### src/hdl/aptsc_pkg.sv
// ---------------------------------------------------------------------------
// aptsc_pkg
// Types, register codes and helpers shared by the step counter core.
// ---------------------------------------------------------------------------
package aptsc_pkg;

  typedef logic [1:0] axis_t;
  localparam axis_t AXIS_X = 2'd0;
  localparam axis_t AXIS_Y = 2'd1;
  localparam axis_t AXIS_Z = 2'd2;
  localparam int unsigned NUM_AXES = 3;

  // configuration register indexes
  typedef logic [2:0] cfg_idx_t;
  localparam cfg_idx_t CFG_INTERVAL_MIN = 3'd0;
  localparam cfg_idx_t CFG_INTERVAL_MAX = 3'd1;
  localparam cfg_idx_t CFG_SWING_GATE   = 3'd2;
  localparam cfg_idx_t CFG_SWING_COUNT  = 3'd3;
  localparam cfg_idx_t CFG_TICK_STEP    = 3'd4;
  localparam int unsigned CFG_DATA_W = 16;

  localparam logic [15:0] RST_INTERVAL_MIN = 16'd200;
  localparam logic [15:0] RST_INTERVAL_MAX = 16'd2000;
  localparam logic [12:0] RST_SWING_GATE   = 13'd35;
  localparam logic [12:0] RST_SWING_COUNT  = 13'd42;
  localparam logic [9:0]  RST_TICK_STEP    = 10'd25;

  // offset sample range is -1536..2559, magnitude limit used for filter sizing
  typedef logic signed [12:0] smp_t;
  localparam smp_t SAMPLE_OFFSET = 13'sd512;
  localparam int unsigned SMP_MAG_LIMIT = 2560;

  localparam logic [23:0] CNT_MAX = 24'hFFFFFF;

  // result queue
  localparam int unsigned OUTQ_DEPTH = 4;
  localparam int unsigned OUTQ_PTR_W = 2;
  localparam int unsigned OUTQ_CNT_W = 3;

  typedef struct packed {
    logic signed [11:0] accel_x;
    logic signed [11:0] accel_y;
    logic signed [11:0] accel_z;
  } in_t;

  typedef struct packed {
    logic [23:0] total_steps;
    logic [23:0] x_steps;
    logic [23:0] y_steps;
    logic [23:0] z_steps;
    logic [23:0] wave_total;
    logic [31:0] swing_sum;
  } out_t;

  typedef struct packed {
    logic [15:0] interval_min;
    logic [15:0] interval_max;
    logic [12:0] swing_gate;
    logic [12:0] swing_count;
    logic [9:0]  tick_step;
  } cfg_t;

  // one raw axis sample entering the filter
  typedef struct packed {
    logic               vld;
    axis_t              axis;
    logic signed [11:0] raw;
  } s0_t;

  // window memory read request
  typedef struct packed {
    logic  vld;
    axis_t axis;
  } prd_t;

  // filtered axis sample
  typedef struct packed {
    logic  vld;
    axis_t axis;
    smp_t  value;
  } flt_t;

  // trough result handed to the counters
  typedef struct packed {
    logic               vld;
    axis_t              axis;
    logic               trough;
    logic               dt_ok;
    logic signed [13:0] swing;
  } pk_t;

  function automatic logic [23:0] sat_inc24(logic [23:0] v);
    return (v == CNT_MAX) ? v : v + 24'd1;
  endfunction

endpackage

### src/hdl/aptsc_filter.sv
// ---------------------------------------------------------------------------
// aptsc_filter
// Per-axis moving average: history and running sum live in a small
// memory, read-modify-written once per axis slot, then divided by the tap
// count through a reciprocal multiply.
// ---------------------------------------------------------------------------
module aptsc_filter #(
  parameter int unsigned FILTER_TAPS = 9
) (
  input  logic             clk_i,
  input  logic             rst_ni,
  input  aptsc_pkg::s0_t   s0_i,
  output aptsc_pkg::prd_t  prd_o,
  output aptsc_pkg::flt_t  flt_o
);

  localparam int unsigned HIST_N  = FILTER_TAPS - 1;
  localparam int unsigned MAG_W   = $clog2(FILTER_TAPS * aptsc_pkg::SMP_MAG_LIMIT);
  localparam int unsigned FSUM_W  = MAG_W + 1;
  localparam int unsigned DIV_SH  = MAG_W + $clog2(FILTER_TAPS);
  localparam int unsigned RECIP_W = MAG_W + 1;
  localparam int unsigned RECIP   = ((1 << DIV_SH) + FILTER_TAPS - 1) / FILTER_TAPS;
  localparam int unsigned PROD_W  = MAG_W + RECIP_W;
  localparam logic [RECIP_W-1:0] RECIP_C = RECIP_W'(RECIP);

  typedef struct packed {
    logic [HIST_N-1:0][12:0] hist;  // hist[0] oldest
    logic [FSUM_W-1:0]       sum;   // sum of hist
  } fent_t;

  fent_t       mem_q [aptsc_pkg::NUM_AXES];
  logic [2:0]  ent_vld_q;
  fent_t       rd_q;
  logic        rd_vld_q;

  logic                    s1_vld_q;
  aptsc_pkg::axis_t        s1_axis_q;
  aptsc_pkg::smp_t         s1_smp_q;
  aptsc_pkg::smp_t         s0_smp;

  logic                    s2_vld_q;
  aptsc_pkg::axis_t        s2_axis_q;
  logic signed [FSUM_W-1:0] s2_sum_q;

  aptsc_pkg::flt_t         flt_q;

  fent_t                    ent;
  fent_t                    wr_ent;
  logic signed [FSUM_W-1:0] fsum;

  logic                     neg;
  logic signed [FSUM_W-1:0] abs_sum;
  logic [MAG_W-1:0]         mag;
  logic [PROD_W-1:0]        prod;
  logic [PROD_W-1:0]        qfull;
  aptsc_pkg::smp_t          qv;

  assign s0_smp = aptsc_pkg::smp_t'(s0_i.raw) + aptsc_pkg::SAMPLE_OFFSET;

  // stage 1: update history with the new sample
  always_comb begin
    ent    = rd_vld_q ? rd_q : '0;
    fsum   = $signed(ent.sum) + FSUM_W'(s1_smp_q);
    wr_ent = ent;
    for (int i = 0; i < int'(HIST_N) - 1; i++) begin
      wr_ent.hist[i] = ent.hist[i+1];
    end
    wr_ent.hist[HIST_N-1] = s1_smp_q;
    wr_ent.sum = $signed(ent.sum) - FSUM_W'($signed(ent.hist[0])) + FSUM_W'(s1_smp_q);
  end

  // stage 2: divide by the tap count, truncating toward zero
  always_comb begin
    neg     = s2_sum_q[FSUM_W-1];
    abs_sum = neg ? -s2_sum_q : s2_sum_q;
    mag     = abs_sum[MAG_W-1:0];
    prod    = PROD_W'(mag) * PROD_W'(RECIP_C);
    qfull   = prod >> DIV_SH;
    qv      = {1'b0, qfull[11:0]};
    if (neg) begin
      qv = -qv;
    end
  end

  // successive slots of the same axis are separated by the other two axis
  // slots, so the write of one slot always lands before the next read of the same entry
  always_ff @(posedge clk_i) begin
    if (s0_i.vld) begin
      rd_q <= mem_q[s0_i.axis];
    end
    if (s1_vld_q) begin
      mem_q[s1_axis_q] <= wr_ent;
    end
  end

  always_ff @(posedge clk_i or negedge rst_ni) begin
    if (!rst_ni) begin
      ent_vld_q <= '0;
      rd_vld_q  <= 1'b0;
      s1_vld_q  <= 1'b0;
      s1_axis_q <= aptsc_pkg::AXIS_X;
      s1_smp_q  <= '0;
      s2_vld_q  <= 1'b0;
      s2_axis_q <= aptsc_pkg::AXIS_X;
      s2_sum_q  <= '0;
      flt_q     <= '0;
    end else begin
      if (s0_i.vld) begin
        rd_vld_q <= ent_vld_q[s0_i.axis];
      end
      if (s1_vld_q) begin
        ent_vld_q[s1_axis_q] <= 1'b1;
      end
      s1_vld_q    <= s0_i.vld;
      s1_axis_q   <= s0_i.axis;
      s1_smp_q    <= s0_smp;
      s2_vld_q    <= s1_vld_q;
      s2_axis_q   <= s1_axis_q;
      s2_sum_q    <= fsum;
      flt_q.vld   <= s2_vld_q;
      flt_q.axis  <= s2_axis_q;
      flt_q.value <= qv;
    end
  end

  assign prd_o.vld  = s2_vld_q;
  assign prd_o.axis = s2_axis_q;
  assign flt_o      = flt_q;

endmodule

### src/hdl/aptsc_peak.sv
// ---------------------------------------------------------------------------
// aptsc_peak
// Per-axis crest and trough detection over a five-sample window. Window,
// axis high/low and last trough time sit in a small memory; time base
// advances once per sample.
// ---------------------------------------------------------------------------
module aptsc_peak (
  input  logic             clk_i,
  input  logic             rst_ni,
  input  aptsc_pkg::cfg_t  cfg_i,
  input  aptsc_pkg::prd_t  prd_i,
  input  aptsc_pkg::flt_t  flt_i,
  output aptsc_pkg::pk_t   pk_o
);

  typedef struct packed {
    logic [3:0][12:0] win;   // win[0] oldest
    logic [12:0]      high;
    logic [12:0]      low;
    logic [31:0]      last;
  } pent_t;

  pent_t       mem_q [aptsc_pkg::NUM_AXES];
  logic [2:0]  ent_vld_q;
  pent_t       rd_q;
  logic        rd_vld_q;
  logic [31:0] time_q;
  aptsc_pkg::pk_t pk_q;

  pent_t              ent;
  pent_t              wr_ent;
  aptsc_pkg::smp_t    w [5];
  aptsc_pkg::smp_t    mx;
  aptsc_pkg::smp_t    mn;
  aptsc_pkg::smp_t    new_high;
  aptsc_pkg::smp_t    new_low;
  logic               crest;
  logic               trough;
  logic [31:0]        dt;
  logic               dt_ok;
  logic signed [13:0] swing;

  always_comb begin
    ent = rd_vld_q ? rd_q : '0;
    for (int i = 0; i < 4; i++) begin
      w[i] = ent.win[i];
    end
    w[4] = flt_i.value;

    crest  = (w[0] < w[1] && w[1] < w[2] && w[2] > w[3] && w[3] > w[4]) ||
             (w[0] == w[1] && w[1] > w[2] && w[2] > w[3] && w[3] > w[4]) ||
             (w[3] > w[2] && w[3] > w[4]);
    trough = (w[0] > w[1] && w[1] > w[2] && w[2] < w[3] && w[3] <= w[4]) ||
             (w[0] == w[1] && w[1] < w[2] && w[2] < w[3] && w[3] <= w[4]) ||
             (w[3] < w[2] && w[3] < w[4]);

    mx = w[0];
    mn = w[0];
    for (int i = 1; i < 5; i++) begin
      if (w[i] > mx) begin
        mx = w[i];
      end
      if (w[i] < mn) begin
        mn = w[i];
      end
    end

    new_high = crest ? mx : $signed(ent.high);
    new_low  = trough ? mn : $signed(ent.low);
    swing    = 14'(new_high) - 14'(new_low);

    dt    = time_q - ent.last;
    dt_ok = (dt >= 32'(cfg_i.interval_min)) && (dt <= 32'(cfg_i.interval_max));

    wr_ent.win[0] = ent.win[1];
    wr_ent.win[1] = ent.win[2];
    wr_ent.win[2] = ent.win[3];
    wr_ent.win[3] = flt_i.value;
    wr_ent.high   = new_high;
    wr_ent.low    = new_low;
    wr_ent.last   = trough ? time_q : ent.last;
  end

  always_ff @(posedge clk_i) begin
    if (prd_i.vld) begin
      rd_q <= mem_q[prd_i.axis];
    end
    if (flt_i.vld) begin
      mem_q[flt_i.axis] <= wr_ent;
    end
  end

  always_ff @(posedge clk_i or negedge rst_ni) begin
    if (!rst_ni) begin
      ent_vld_q <= '0;
      rd_vld_q  <= 1'b0;
      time_q    <= '0;
      pk_q      <= '0;
    end else begin
      if (prd_i.vld) begin
        rd_vld_q <= ent_vld_q[prd_i.axis];
      end
      if (flt_i.vld) begin
        ent_vld_q[flt_i.axis] <= 1'b1;
      end
      // time moves on after the last axis of a sample
      if (flt_i.vld && flt_i.axis == aptsc_pkg::AXIS_Z) begin
        time_q <= time_q + 32'(cfg_i.tick_step);
      end
      pk_q.vld    <= flt_i.vld;
      pk_q.axis   <= flt_i.axis;
      pk_q.trough <= trough;
      pk_q.dt_ok  <= dt_ok;
      pk_q.swing  <= swing;
    end
  end

  assign pk_o = pk_q;

endmodule

### src/hdl/aptsc_count.sv
// ---------------------------------------------------------------------------
// aptsc_count
// Step, linked, wave and swing counters updated on each trough, one axis
// per cycle in x, y, z order; builds the result after the z axis.
// ---------------------------------------------------------------------------
module aptsc_count (
  input  logic             clk_i,
  input  logic             rst_ni,
  input  aptsc_pkg::cfg_t  cfg_i,
  input  aptsc_pkg::pk_t   pk_i,
  output logic             res_vld_o,
  output aptsc_pkg::out_t  res_o
);

  logic [23:0] link_q  [aptsc_pkg::NUM_AXES];
  logic [23:0] link_d  [aptsc_pkg::NUM_AXES];
  logic [23:0] axcnt_q [aptsc_pkg::NUM_AXES];
  logic [23:0] axcnt_d [aptsc_pkg::NUM_AXES];
  logic [23:0] steps_q, steps_d;
  logic [23:0] wave_q, wave_d;
  logic [31:0] swsum_q, swsum_d;

  logic [23:0]        own;
  logic [23:0]        oa;
  logic [23:0]        ob;
  logic [23:0]        m;
  logic [24:0]        t;
  logic [23:0]        link_new;
  logic signed [14:0] swing_ext;
  logic               gated;
  logic               counted;
  logic               wave_hit;
  logic [32:0]        sum33;

  always_comb begin
    own = link_q[aptsc_pkg::AXIS_X];
    oa  = link_q[aptsc_pkg::AXIS_Y];
    ob  = link_q[aptsc_pkg::AXIS_Z];
    case (pk_i.axis)
      aptsc_pkg::AXIS_X: begin
        own = link_q[aptsc_pkg::AXIS_X];
        oa  = link_q[aptsc_pkg::AXIS_Y];
        ob  = link_q[aptsc_pkg::AXIS_Z];
      end
      aptsc_pkg::AXIS_Y: begin
        own = link_q[aptsc_pkg::AXIS_Y];
        oa  = link_q[aptsc_pkg::AXIS_Z];
        ob  = link_q[aptsc_pkg::AXIS_X];
      end
      aptsc_pkg::AXIS_Z: begin
        own = link_q[aptsc_pkg::AXIS_Z];
        oa  = link_q[aptsc_pkg::AXIS_X];
        ob  = link_q[aptsc_pkg::AXIS_Y];
      end
      default: begin
        own = '0;
        oa  = '0;
        ob  = '0;
      end
    endcase

    m = (oa > ob) ? oa : ob;
    t = {1'b0, own} + 25'd1;

    swing_ext = {pk_i.swing[13], pk_i.swing};
    gated     = pk_i.vld && pk_i.trough && pk_i.dt_ok &&
                (swing_ext > $signed({2'b00, cfg_i.swing_gate}));
    counted   = gated && (swing_ext > $signed({2'b00, cfg_i.swing_count}));
    wave_hit  = gated && ({1'b0, m} <= t);

    // linked count catches up with the leading other axis
    link_new = aptsc_pkg::sat_inc24(own);
    if (link_new < m) begin
      link_new = m;
    end

    for (int i = 0; i < int'(aptsc_pkg::NUM_AXES); i++) begin
      link_d[i]  = link_q[i];
      axcnt_d[i] = axcnt_q[i];
      if (counted && pk_i.axis == aptsc_pkg::axis_t'(i)) begin
        link_d[i]  = link_new;
        axcnt_d[i] = aptsc_pkg::sat_inc24(axcnt_q[i]);
      end
    end
    steps_d = counted ? link_new : steps_q;

    // swing is positive here and below 4096
    sum33   = {1'b0, swsum_q} + 33'(pk_i.swing[11:0]);
    wave_d  = wave_hit ? aptsc_pkg::sat_inc24(wave_q) : wave_q;
    swsum_d = swsum_q;
    if (wave_hit) begin
      swsum_d = sum33[32] ? '1 : sum33[31:0];
    end
  end

  always_ff @(posedge clk_i or negedge rst_ni) begin
    if (!rst_ni) begin
      for (int i = 0; i < int'(aptsc_pkg::NUM_AXES); i++) begin
        link_q[i]  <= '0;
        axcnt_q[i] <= '0;
      end
      steps_q <= '0;
      wave_q  <= '0;
      swsum_q <= '0;
    end else begin
      for (int i = 0; i < int'(aptsc_pkg::NUM_AXES); i++) begin
        link_q[i]  <= link_d[i];
        axcnt_q[i] <= axcnt_d[i];
      end
      steps_q <= steps_d;
      wave_q  <= wave_d;
      swsum_q <= swsum_d;
    end
  end

  assign res_vld_o         = pk_i.vld && (pk_i.axis == aptsc_pkg::AXIS_Z);
  assign res_o.total_steps = steps_d;
  assign res_o.x_steps     = axcnt_d[aptsc_pkg::AXIS_X];
  assign res_o.y_steps     = axcnt_d[aptsc_pkg::AXIS_Y];
  assign res_o.z_steps     = axcnt_d[aptsc_pkg::AXIS_Z];
  assign res_o.wave_total  = wave_d;
  assign res_o.swing_sum   = swsum_d;

endmodule

### src/hdl/accel_peak_trough_step_counter_core.sv
// ---------------------------------------------------------------------------
// accel_peak_trough_step_counter_core
// Three-axis accelerometer step counter with peak/trough detection.
// ---------------------------------------------------------------------------
// A new sample is accepted while the sequencer is idle or in its z slot: the axes
// share the filter and window memories and pass through them one axis per cycle,
// x then y then z, so a new sample enters while the previous one is still in
// flight. A result passes the filter and peak registers and the count logic
// before it reaches the output queue; the queue holds 4 results and, beyond the
// axis sequencing, input is held off only when 4 samples are pending.
// Per-axis state is cleared by valid bits at reset, so there is no
// clearing pass. Configuration writes are always taken.
module accel_peak_trough_step_counter_core #(
  parameter int unsigned FILTER_TAPS = 9
) (
  input  logic                               clk_i,
  input  logic                               rst_ni,
  input  logic                               in_valid_i,
  output logic                               in_ready_o,
  input  aptsc_pkg::in_t                     in_data_i,
  output logic                               out_valid_o,
  input  logic                               out_ready_i,
  output aptsc_pkg::out_t                    out_data_o,
  input  logic                               cfg_valid_i,
  output logic                               cfg_ready_o,
  input  aptsc_pkg::cfg_idx_t                cfg_index_i,
  input  logic [aptsc_pkg::CFG_DATA_W-1:0]   cfg_data_i
);

  aptsc_pkg::cfg_t  cfg_q, cfg_d;

  logic             busy_q, busy_d;
  aptsc_pkg::axis_t phase_q, phase_d;
  aptsc_pkg::in_t   item_q;
  logic             in_xfer;
  logic             seq_free;

  aptsc_pkg::s0_t   s0;
  aptsc_pkg::prd_t  prd;
  aptsc_pkg::flt_t  flt;
  aptsc_pkg::pk_t   pk;
  logic             res_vld;
  aptsc_pkg::out_t  res;

  aptsc_pkg::out_t                    fifo_q [aptsc_pkg::OUTQ_DEPTH];
  logic [aptsc_pkg::OUTQ_PTR_W-1:0]   wr_ptr_q, rd_ptr_q;
  logic [aptsc_pkg::OUTQ_CNT_W-1:0]   fill_q, fill_d;
  logic [aptsc_pkg::OUTQ_CNT_W-1:0]   pend_q, pend_d;
  logic                               out_xfer;

  // configuration registers
  assign cfg_ready_o = 1'b1;

  always_comb begin
    cfg_d = cfg_q;
    if (cfg_valid_i) begin
      case (cfg_index_i)
        aptsc_pkg::CFG_INTERVAL_MIN: cfg_d.interval_min = cfg_data_i;
        aptsc_pkg::CFG_INTERVAL_MAX: cfg_d.interval_max = cfg_data_i;
        aptsc_pkg::CFG_SWING_GATE:   cfg_d.swing_gate   = cfg_data_i[12:0];
        aptsc_pkg::CFG_SWING_COUNT:  cfg_d.swing_count  = cfg_data_i[12:0];
        aptsc_pkg::CFG_TICK_STEP:    cfg_d.tick_step    = cfg_data_i[9:0];
        default: ;
      endcase
    end
  end

  always_ff @(posedge clk_i or negedge rst_ni) begin
    if (!rst_ni) begin
      cfg_q.interval_min <= aptsc_pkg::RST_INTERVAL_MIN;
      cfg_q.interval_max <= aptsc_pkg::RST_INTERVAL_MAX;
      cfg_q.swing_gate   <= aptsc_pkg::RST_SWING_GATE;
      cfg_q.swing_count  <= aptsc_pkg::RST_SWING_COUNT;
      cfg_q.tick_step    <= aptsc_pkg::RST_TICK_STEP;
    end else begin
      cfg_q <= cfg_d;
    end
  end

  // axis sequencer: a sample occupies one slot per axis
  assign seq_free   = !busy_q || (phase_q == aptsc_pkg::AXIS_Z);
  assign in_ready_o = seq_free &&
                      (pend_q != aptsc_pkg::OUTQ_CNT_W'(aptsc_pkg::OUTQ_DEPTH));
  assign in_xfer    = in_valid_i && in_ready_o;

  always_comb begin
    busy_d  = busy_q;
    phase_d = phase_q;
    if (in_xfer) begin
      busy_d  = 1'b1;
      phase_d = aptsc_pkg::AXIS_X;
    end else if (busy_q) begin
      if (phase_q == aptsc_pkg::AXIS_Z) begin
        busy_d = 1'b0;
      end else begin
        phase_d = phase_q + 2'd1;
      end
    end
  end

  always_ff @(posedge clk_i or negedge rst_ni) begin
    if (!rst_ni) begin
      busy_q  <= 1'b0;
      phase_q <= aptsc_pkg::AXIS_X;
    end else begin
      busy_q  <= busy_d;
      phase_q <= phase_d;
    end
  end

  always_ff @(posedge clk_i) begin
    if (in_xfer) begin
      item_q <= in_data_i;
    end
  end

  always_comb begin
    s0.vld  = busy_q;
    s0.axis = phase_q;
    case (phase_q)
      aptsc_pkg::AXIS_X: s0.raw = item_q.accel_x;
      aptsc_pkg::AXIS_Y: s0.raw = item_q.accel_y;
      aptsc_pkg::AXIS_Z: s0.raw = item_q.accel_z;
      default:           s0.raw = item_q.accel_x;
    endcase
  end

  aptsc_filter #(
    .FILTER_TAPS (FILTER_TAPS)
  ) u_filter (
    .clk_i  (clk_i),
    .rst_ni (rst_ni),
    .s0_i   (s0),
    .prd_o  (prd),
    .flt_o  (flt)
  );

  aptsc_peak u_peak (
    .clk_i  (clk_i),
    .rst_ni (rst_ni),
    .cfg_i  (cfg_q),
    .prd_i  (prd),
    .flt_i  (flt),
    .pk_o   (pk)
  );

  aptsc_count u_count (
    .clk_i     (clk_i),
    .rst_ni    (rst_ni),
    .cfg_i     (cfg_q),
    .pk_i      (pk),
    .res_vld_o (res_vld),
    .res_o     (res)
  );

  // result queue; pending count reserves a slot for every sample in flight
  assign out_xfer    = out_valid_o && out_ready_i;
  assign out_valid_o = (fill_q != '0);
  assign out_data_o  = fifo_q[rd_ptr_q];

  always_comb begin
    fill_d = fill_q;
    if (res_vld && !out_xfer) begin
      fill_d = fill_q + 3'd1;
    end else if (!res_vld && out_xfer) begin
      fill_d = fill_q - 3'd1;
    end
    pend_d = pend_q;
    if (in_xfer && !out_xfer) begin
      pend_d = pend_q + 3'd1;
    end else if (!in_xfer && out_xfer) begin
      pend_d = pend_q - 3'd1;
    end
  end

  always_ff @(posedge clk_i) begin
    if (res_vld) begin
      fifo_q[wr_ptr_q] <= res;
    end
  end

  always_ff @(posedge clk_i or negedge rst_ni) begin
    if (!rst_ni) begin
      wr_ptr_q <= '0;
      rd_ptr_q <= '0;
      fill_q   <= '0;
      pend_q   <= '0;
    end else begin
      if (res_vld) begin
        wr_ptr_q <= wr_ptr_q + 2'd1;
      end
      if (out_xfer) begin
        rd_ptr_q <= rd_ptr_q + 2'd1;
      end
      fill_q <= fill_d;
      pend_q <= pend_d;
    end
  end

endmodule

### config.mk
export PLATFORM = sky130hd
export DESIGN_NAME = accel_peak_trough_step_counter_core
export DESIGN_NICKNAME = d
export VERILOG_FILES = /design/src/hdl/aptsc_pkg.sv /design/src/hdl/aptsc_filter.sv /design/src/hdl/aptsc_peak.sv /design/src/hdl/aptsc_count.sv /design/src/hdl/accel_peak_trough_step_counter_core.sv
export SDC_FILE = /design/constraint.sdc
export NUM_CORES = 2
export LEC_CHECK = 0
export BUFFER_PORTS_ARGS = -buffer_cell sky130_fd_sc_hd__buf_2
export CORE_MARGIN = 3
export CORE_UTILIZATION = 30
export DETAILED_ROUTE_END_ITERATION = 12
export PLACE_DENSITY = 0.53
export REMOVE_ABC_BUFFERS = 1
export SYNTH_ARGS = -nofsm -noshare
export SYNTH_HDL_FRONTEND = slang
export SYNTH_SLANG_ARGS = --single-unit
### constraint.sdc
create_clock -name clk_i -period 15.4 [get_ports clk_i]
set_input_delay 3.08 -clock clk_i [delete_from_list [all_inputs] [get_ports clk_i]]
set_output_delay 3.08 -clock clk_i [all_outputs]
set_load 0.05 [all_outputs]
==> results.yml <==
timing:
  tightest_slew_ps: 1000
  setup_viol: 0
  setup_tns_ps: 0
  post-route-min-period_ps: 13490
  timing.slew.headroom: 0.332
  fmax_mhz: 74.1
  finalCritPeriodShare: 0.876
  slew_viol_final: 0
  final-hold-violation-count: 0
  finClkSkew_ps: 109
  rsz0062_at_grt: "no"
clocking:
  cts_tree: "done"
  root_buffer: "clkbuf_16"
  cts_resized: 0
  insertion_delay_ps: 880
  cts_max_path_buffers: 4
  cts_buffers: 215
  clock-sinks: 1979
  cts_max_level: 4
  clkTransAtPathRegs_ps: 60
  cts_hold_buf: 0
  post-cts-setup-buffers: 0
logic_synthesis:
  synth-compound-area-share: 0.0698
  synthFlopType: "edfxtp_1"
  synth.avg_cell_area_um2: 13.8
  yosysTopAreaCellShare: 0.509
  synthAdderAreaFrac: 0.0835
  synth_area_leaders: "edfxtp_1 51%, dfrtp_1 11%, ha_1 6.4%"
  ys_warn_count: 0
  synth-xor-area-share: 0.0280
  yosysSeqAreaShare: 0.622
  syn-instance-count: 6677
  synthArstFlopShare: 0.210
  synth_area_leader_cell: "edfxtp_1"
  synth_top_family_by_area: "multiplexers"
  syn_area_mm2: 0.0922
  ys_types: 96
  synth-edff-count: 1564
  synthSimpleGateAreaFrac: 0.0779
  ys_ff_latch: 1979
  muxShareOfSynthArea: 0.0914
min_path:
  hold_path.class: "flip-flop to flip-flop"
  worstHoldStart: "u_filter.flt_o[13]"
route:
  routed_wl_um: 210000
  ant_nets: 0
  drcViolationCount: 0
  first_pass_iters: 5
  wl_per_cell_um: 18.8
  vias: 52400
  drtIter0Drc: 3182
  via_per_inst: 4.68
placement:
  placed_cell_area_mm2: 0.0982
  portBuffers: 213
  dp_hpwl_um: 136000
  gp_congestion: 0.848
floorplan:
  rows: 202
  die_w_um: 560
  die_h_um: 560
  die-area_mm2: 0.314
  ios: 215
  core_mm2: 0.304
  start_util: 0.303
global_routing:
  grt_antenna_before_repair: 25
  grt_pass1_vias: 54900
  grt_overflow: 0
  grt_pass1_wl_um: 326000
  grt_max_degree: 155
  grt_usage: 0.132
flow_run:
  maxCapViolations: 0
status:
  status: "complete, no violations"
layout:
  syn_to_final_growth_pct: 14.3
  fin_area_mm2: 0.105
  nNetsFinal: 7537
  drive_gt1_frac: 0.149
critical_path:
  crit_type: "flip-flop to flip-flop"
  r2r_start: "u_peak.rd_vld_q"
  crit_top_cell: "a21o_1"
  cp_slowest_cell: "dfrtp_4"
  critPathCapture: "u_peak.pk_o[13]"
  critical_path_required_ps: 16110
  rrSetupSlack_ps: 1910
  path_depth: 57
  critPathMaxFanout: 43
  cp-start-kind: "flip-flop"
  end_kind: "flip-flop"
  slowest_delay_ps: 780
  startpoint: "u_peak.rd_vld_q"
  cp_data_arrival_time_ps: 14200
  crit_family: "compound AO/OA/AOI/OAI gates"
  r2r_cells: 57
  path_buf_inv: 4
  r2r_end: "u_peak.pk_o[13]"
## worst min path at each step
| stage | end | cells after the start |
|---|---|---|
| final | u_peak.pk_o[16] | 0 |
| after global routing | u_peak.pk_o[16] | 0 |
| after CTS | u_peak.pk_o[16] | 0 |
| after detailed placement | u_peak.pk_o[18] | 0 |
| after global placement | u_peak.pk_o[18] | 0 |
| after floorplan | u_filter.s2_vld_q | 0 |
## cell usage in the layout, fill, tap and decap left out, types with 23 or more instances in the layout
cell and n:
nand2_1 632, o21a_1 59, nand2b_1 40, mux4_2 152
buf_4 63, dfrtp_1 385, nor2_1 189, mux2i_1 269
buf_2 212, nor3_1 32, o21ai_0 481, and3_1 35
nand4_1 68, xor2_1 99, clkinv_2 42, inv_1 393
bufinv_16 23, edfxtp_1 1564, xnor2_1 196, a21o_1 90
a21oi_1 274, and2_1 136, ha_1 470, nand3_1 99
nor2b_1 111, fa_1 89, clkbuf_1 32, o21bai_1 34
mux2_2 177, clkbuf_16 216
## per-layer routing
| metal | share of wire | track usage |
|---|---|---|
| met1 | 0.46 | 0.176 |
| met2 | 0.48 | 0.222 |
| met3 | 0.035 | 0.0202 |
| met4 | 0.026 | 0.0363 |
| met5 | 0.000062 | 0 |
## through the flow
step	utilization	hold WS, ps	instances	worst slack (ps)
3_3_place_gp	0.323	392	10800	1980
4_1_cts	0.346	403	11200	1960
6_report	0.346	404	11200	1910
3_5_place_dp	0.323	401	10800	2010
5_1_grt	0.346	414	11200	869
2_1_floorplan	-	380	6419	1200
## sequential cells by signal, indices dropped and copies added, names as in the netlist, 3 cells and up
register and flops:
pend_q 3, u_filter.s1_smp_q 13, u_filter.flt_o 16, u_filter.rd_q 120, u_filter.s2_sum_q 16, fifo_q 608, u_filter.ent_vld_q 3, u_peak.time_q 32
u_peak.pk_o 19, u_count.wave_q 24, u_count.axcnt_q 72, u_peak.ent_vld_q 3, u_count.steps_q 24, u_filter.mem_q 360, cfg_q 68, item_q 36
fill_q 3, u_peak.rd_q 110, u_count.swsum_q 32, u_count.link_q 72, u_peak.mem_q 330
## cell usage after synthesis (9+ instances only)
master and number:
buf_1 48, a21o_1 90, dfrtp_1 397, o21bai_1 34, xnor2_1 196, a21oi_1 274
and2_1 140, a211oi_1 12, mux4_2 152, buf_2 15, nand2b_1 40, a22oi_1 17
nor2b_1 111, mux2_4 19, mux2i_1 270, nor3_1 33, dfstp_2 18, clkbuf_1 185
ha_1 470, o211ai_1 13, nand3_1 99, nor2_1 190, nand2_1 632, and4_1 22
nand4_1 68, and3b_1 9, o21a_1 59, or3_1 16, inv_1 394, and3_1 35
o22a_1 12, o21ai_1 9, mux2_2 177, nand3b_1 22, fa_1 89, or2_2 11
a31oi_1 16, edfxtp_1 1564, o31ai_1 10, nor4_1 11, xor2_1 99, o21ai_0 482
## final cells by class
class | instances | area, um^2
inverter | 395 | 1490
antenna | 19 | 47.5
fill | 29500 | 199000
multi-input combinational | 4045 | 32500
timing repair buffer | 282 | 1670
tap | 4080 | 5100
clock buffer | 267 | 5790
clock inverter | 126 | 1400
sequential | 1979 | 57400
## cell families (layout without fill, tap and decap cells)
kind of cell / count (synthesis) / after routing
flip-flops: 1979 / 1979
AND/OR/NAND/NOR: 1470 / 1470
AO/OA/AOI/OAI: 1096 / 1096
buffers and inverters: 653 / 1070
multiplexers: 620 / 620
adder cells (fa/ha/maj): 563 / 563
XOR/XNOR: 295 / 295
other: 1 / 20
Power is not shown: default switching activity piles up to over one toggle a cycle in this logic, so the estimate is an artifact.
